**src/ecg_pkg.sv**
```systemverilog
package ecg_pkg;

   // number formats: progress and result use 16 fraction bits, the datapath uses 30
   localparam int FRAC_BITS = 16;
   localparam int IN_W      = 17;
   localparam int WBITS     = 30;
   localparam int QW        = WBITS + 1;
   localparam int EW        = 32;

   typedef logic [QW-1:0]   q_type;
   typedef logic [EW-1:0]   exp_type;
   typedef logic [2:0]      mode_type;
   typedef logic [IN_W-1:0] io_type;

   localparam q_type  W_ONE  = q_type'(1) << WBITS;
   localparam io_type IN_ONE = io_type'(1) << FRAC_BITS;

   // curve select codes, anything else is linear
   localparam mode_type MODE_COS_IN   = 3'd1;
   localparam mode_type MODE_COS_OUT  = 3'd2;
   localparam mode_type MODE_RUBBER   = 3'd3;
   localparam mode_type MODE_BOUNCE   = 3'd4;
   localparam mode_type MODE_SCURVE   = 3'd5;
   localparam mode_type MODE_LOGISTIC = 3'd6;

   // pipeline sizes
   localparam int SQRT_LAT  = WBITS + 1;
   localparam int COS_STEPS = 7;
   localparam int EXP_STEPS = 10;
   localparam int DIV_BITS  = 30;
   localparam int PIPE_LAST = 65;

   // cos(pi/2 u) as even polynomial in u*u
   localparam q_type COS_COEF [COS_STEPS+1] = '{
      31'd1073741824, 31'd1324675879, 31'd272375560, 31'd22401992,
      31'd987048, 31'd27061, 31'd506, 31'd7
   };

   // 2^r on [0,1)
   localparam exp_type EXP2_COEF [EXP_STEPS+1] = '{
      32'd1073741824, 32'd744261118, 32'd257941248, 32'd59597083, 32'd10327388,
      32'd1431680, 32'd165394, 32'd16378, 32'd1419, 32'd109, 32'd8
   };

   // floor(2^37 / 127), reciprocal for the 128/127 scale
   localparam q_type DIV127_MUL = 31'd1082196484;

endpackage

```
**src/ecg_sqrt.sv**
```systemverilog
module ecg_sqrt (
   input  logic          clock,
   input  logic          adv,
   input  ecg_pkg::q_type radicand,
   output ecg_pkg::q_type root
);

   localparam int STEPS = ecg_pkg::SQRT_LAT;
   localparam int XW    = 2 * ecg_pkg::WBITS + 1;
   localparam int RW    = 2 * ecg_pkg::WBITS + 2;

   logic [XW-1:0] x_ff [STEPS];
   logic [XW-1:0] x_in [STEPS];
   logic [RW-1:0] r_ff [STEPS];
   logic [RW-1:0] r_in [STEPS];

   // one root bit per stage, radicand scaled by 2^30
   always_comb begin
      logic [XW-1:0] xs;
      logic [RW-1:0] rs;
      logic [RW-1:0] bit_v;
      logic [RW-1:0] trial;
      for (int i = 0; i < STEPS; i++) begin
         if (i == 0) begin
            xs = {radicand, {ecg_pkg::WBITS{1'b0}}};
            rs = '0;
         end else begin
            xs = x_ff[i-1];
            rs = r_ff[i-1];
         end
         bit_v = RW'(1) << (2 * (STEPS - 1 - i));
         trial = rs + bit_v;
         if ({1'b0, xs} >= trial) begin
            x_in[i] = xs - trial[XW-1:0];
            r_in[i] = (rs >> 1) + bit_v;
         end else begin
            x_in[i] = xs;
            r_in[i] = rs >> 1;
         end
      end
   end

   always_ff @(posedge clock) begin
      if (adv) begin
         x_ff <= x_in;
         r_ff <= r_in;
      end
   end

   assign root = r_ff[STEPS-1][ecg_pkg::QW-1:0];

endmodule

```
**config.mk**
```make
export PLATFORM = sky130hd
export DESIGN_NAME = ecg_sqrt
export DESIGN_NICKNAME = d
export VERILOG_FILES = /design/src/ecg_pkg.sv /design/src/ecg_sqrt.sv
export SDC_FILE = /design/constraint.sdc
export NUM_CORES = 2
export LEC_CHECK = 0
export ABC_AREA = 1
export BUFFER_PORTS_ARGS = -buffer_cell sky130_fd_sc_hd__buf_2
export CAP_MARGIN = 5
export CORE_MARGIN = 4
export CORE_UTILIZATION = 60
export DETAILED_ROUTE_END_ITERATION = 7
export PLACE_DENSITY_LB_ADDON = 0.3
export SLEW_MARGIN = 5
export SYNTH_ARGS = -nofsm -noshare
export SYNTH_HDL_FRONTEND = slang
export SYNTH_SLANG_ARGS = --single-unit
```
**constraint.sdc**
```tcl
create_clock -name clock -period 5.26 [get_ports clock]
set_clock_uncertainty 0.1 [all_clocks]
set_input_delay 1.052 -clock clock [delete_from_list [all_inputs] [get_ports clock]]
set_output_delay 1.052 -clock clock [all_outputs]
set_load 0.02 [all_outputs]
```
==> results.toml <==
[yosys]
synth_top_area_share_pct = 45.5
synth_edf_count = 1622
synthFlopType = "edfxtp_1"
yosysTopAreaCell = "edfxtp_1"
syn-instance-count = 13669
ys_seq_elements = 1622
ys_seq_area_share_pct = 45.5
yosys.cell_types.count = 64
synth_area_leaders = "edfxtp_1 (45%), nand2_1 (15%), inv_1 (8.4%), ha_1 (5.8%), nor2_1 (4.8%)"
syn_avg_cell_area_um2 = 7.84
synthesis.nets = 14211
synthesis.area_mm2 = 0.107
async_flop_share_pct = 0
synth_warnings = 0

[worst_setup_path]
worst-setup-path-type = "flip-flop to flip-flop"
timing.rr.start = "x_ff[252]"
startpoint = "x_ff[252]"
endpoint = "x_ff[242]"
reg2regPathDepth = 13
crit_fanout = 50
r2r-end = "x_ff[242]"
worstPathArrival_ns = 4.58
cp.required_ns = 5.72
critPathCaptureType = "flip-flop"
cp-start-kind = "flip-flop"
reg2reg_slack_ns = 1.14

[global_routing]
grt_pass1_vias = 86849
gr-total-overflow = 0
antenna_found_initial = 6
grt_max_degree = 122
grt.total_usage_pct = 34.6
grt_pass1_wl_um = 494000

[clock_network]
clk_latency_ns = 0.86
cts_buffer_depth = 3
cts_tree = "built"
cts_resized = 0
numCtsBuffers = 172
htree_levels = 4
postCtsHoldBufs = 0
postCtsSetupBuffers = 0
cts.sinks = 1622
clkSlewWorstSetupHoldPaths_ns = 0.06
root_buffer = "clkbuf_16"

[die]
initial_core_util_pct = 60.6
dieArea_mm2 = 0.185
num_io_pins = 64
die_h_um = 431
rows = 154
core_region_area_mm2 = 0.177
die_x_um = 431

[timing]
worst_slew_pin_slew_ns = 1.07
relSlewSlack_pct = 28.7
period_needed_ns = 4.12
fmax_mhz = 243
hold-worst-slack_ns = 0.272
slew_viol_final = 0
setup_viol = 0
rsz0062_at_grt = "false"
tns_ns = 0
min_period_over_period_pct = 78.4
finalHoldViolations = 0
timing.final.ws_setup_ns = 1.14

[min_path]
min_path_type = "primary input to flip-flop"

[layout]
final-seq-area_mm2 = 0.0487
nets = 14344
multiInputGateArea_mm2 = 0.0480
drive_gt1_share_pct = 5.99
nFillCells = 14955
postLayoutCoreUtil_pct = 65.4
areaGrowthSynthToFinish_pct = 8.01

[route]
wl_um = 330000
vias_per_cell = 5.66
wl_per_cell_um = 20.3
drcViolationCount = 0
drt_pass1_iterations = 8
drtIter0Drc = 8993
ant_nets = 0
vias = 92194

[power]
power_density_mw_per_mm2 = 409
p_total_mw = 47.3
ir_drop_v = 0.000367
leakage_nw = 52.6

[placement]
portBuffers = 63
gp_congestion = 1.03
place_ws_ns = 1.17
dp_hpwl_um = 265000

[job]
cap_viol_max_count = 0

[outcome]
status = "finished, final reports clean"
==> how the worst min path moves through the flow <==
stage                 start         end  slack [ns]  depth (start not counted)
2_1_floorplan    x_ff[1433]  x_ff[1372]        0.32                          0
3_3_place_gp     x_ff[1686]  x_ff[1625]        0.32                          0
3_5_place_dp      r_ff[277]   r_ff[214]        0.33                          0
5_1_grt        radicand[29]  x_ff[1889]        0.24                          1
6_report       radicand[11]  x_ff[1871]        0.27                          1
4_1_cts        radicand[11]  x_ff[1871]        0.21                          1
==> cell usage after synthesis, drive strengths merged, types with 3 or more instances <==
cell type / count
nor4: 51
xor2: 172
a31oi: 9
clkbuf: 4
edfxtp: 1622
and3: 5
o21a: 8
a211oi: 5
o21ai: 515
nand4: 251
xnor2: 238
nand3b: 101
ha: 494
nor2: 1421
nor3b: 5
o211ai: 10
buf: 143
nor2b: 3
and2: 20
inv: 2435
a21o: 19
a21boi: 21
o21bai: 26
a21oi: 613
fa: 15
nand3: 799
nor3: 182
or2: 43
nand2: 4432
==> power by group <==
| part | internal [mW] | switching (mW) | total [mW] | leakage, nW |
|---|---|---|---|---|
| registers | 16.9 | 2.02 | 18.9 | 15.3 |
| clock network | 7.52 | 5.49 | 13.0 | 2.91 |
| logic | 4.93 | 10.5 | 15.4 | 34.4 |
==> cell type report <==
| type | count | area share, % |
|---|---|---|
| timing repair buffer | 106 | 0.737 |
| multi-input combinational | 9464 | 41.5 |
| inverter | 2436 | 7.93 |
| clock buffer | 191 | 3.80 |
| sequential | 1622 | 42.1 |
| clock inverter | 126 | 1.45 |
| tap | 2340 | 2.53 |
| antenna | 3 | 0.00649 |
==> sequential cells by signal, indices dropped and copies added (netlist names) <==
| signal | cells |
|---|---|
| x_ff | 1126 |
| r_ff | 465 |
| root | 31 |
==> critical path, stage by stage (launching register included) <==
cell and delay (ns):
edfxtp_1 0.49, ha_1 0.32, fa_1 0.49, nand3_1 0.14, nand3_2 0.14, nand2_1 0.11, nand2_2 0.11, nand2_1 0.11
nand3_2 0.15, nand2_2 0.12, nand2_2 0.33, inv_2 0.82, buf_4 0.36, a21oi_2 0.05
==> routing by layer <==
metal  track usage (%)  part of all wire [%]  vias up
li1                  -                     -    44325
met1              42.1                    38    42669
met2              59.0                    47     4168
met3              5.03                   7.4     1024
met4              19.9                   6.8        8
met5                 0                 0.016        -
==> cells by family (layout without fill, tap and decap cells) <==
group | Yosys count | after routing | synth area share [%]
AND/OR/NAND/NOR | 7315 | 7315 | 28.6
buffers and inverters | 2583 | 2859 | 9.76
flip-flops | 1622 | 1622 | 45.5
AO/OA/AOI/OAI | 1229 | 1229 | 6.76
adder cells (fa/ha/maj) | 509 | 509 | 6.05
XOR/XNOR | 410 | 410 | 3.35
other | 1 | 4 | 0.00350
==> metrics by stage <==
stage / instances / instance area, µm²
after floorplan: 13669 / 107000
after global placement: 15968 / 110000
after detailed placement: 15968 / 110000
after CTS: 16285 / 116000
after global routing: 16285 / 116000
final: 16288 / 116000
==> cells in the final DEF (no fill, tap or decap), drive strengths merged, types with 43 or more instances in the layout <==
cell / Yosys / routed
buf: 143 / 106
inv: 2435 / 2452
xor2: 172 / 172
ha: 494 / 494
nor4: 51 / 51
clkinv: 1 / 70
edfxtp: 1622 / 1622
nor2: 1421 / 1421
xnor2: 238 / 238
nand4: 251 / 251
nand3b: 101 / 101
or2: 43 / 43
o21ai: 515 / 515
clkbuf: 4 / 191
nand2: 4432 / 4432
a21oi: 613 / 613
nand3: 799 / 799
nor3: 182 / 182
(Power assumes the default switching activity.)
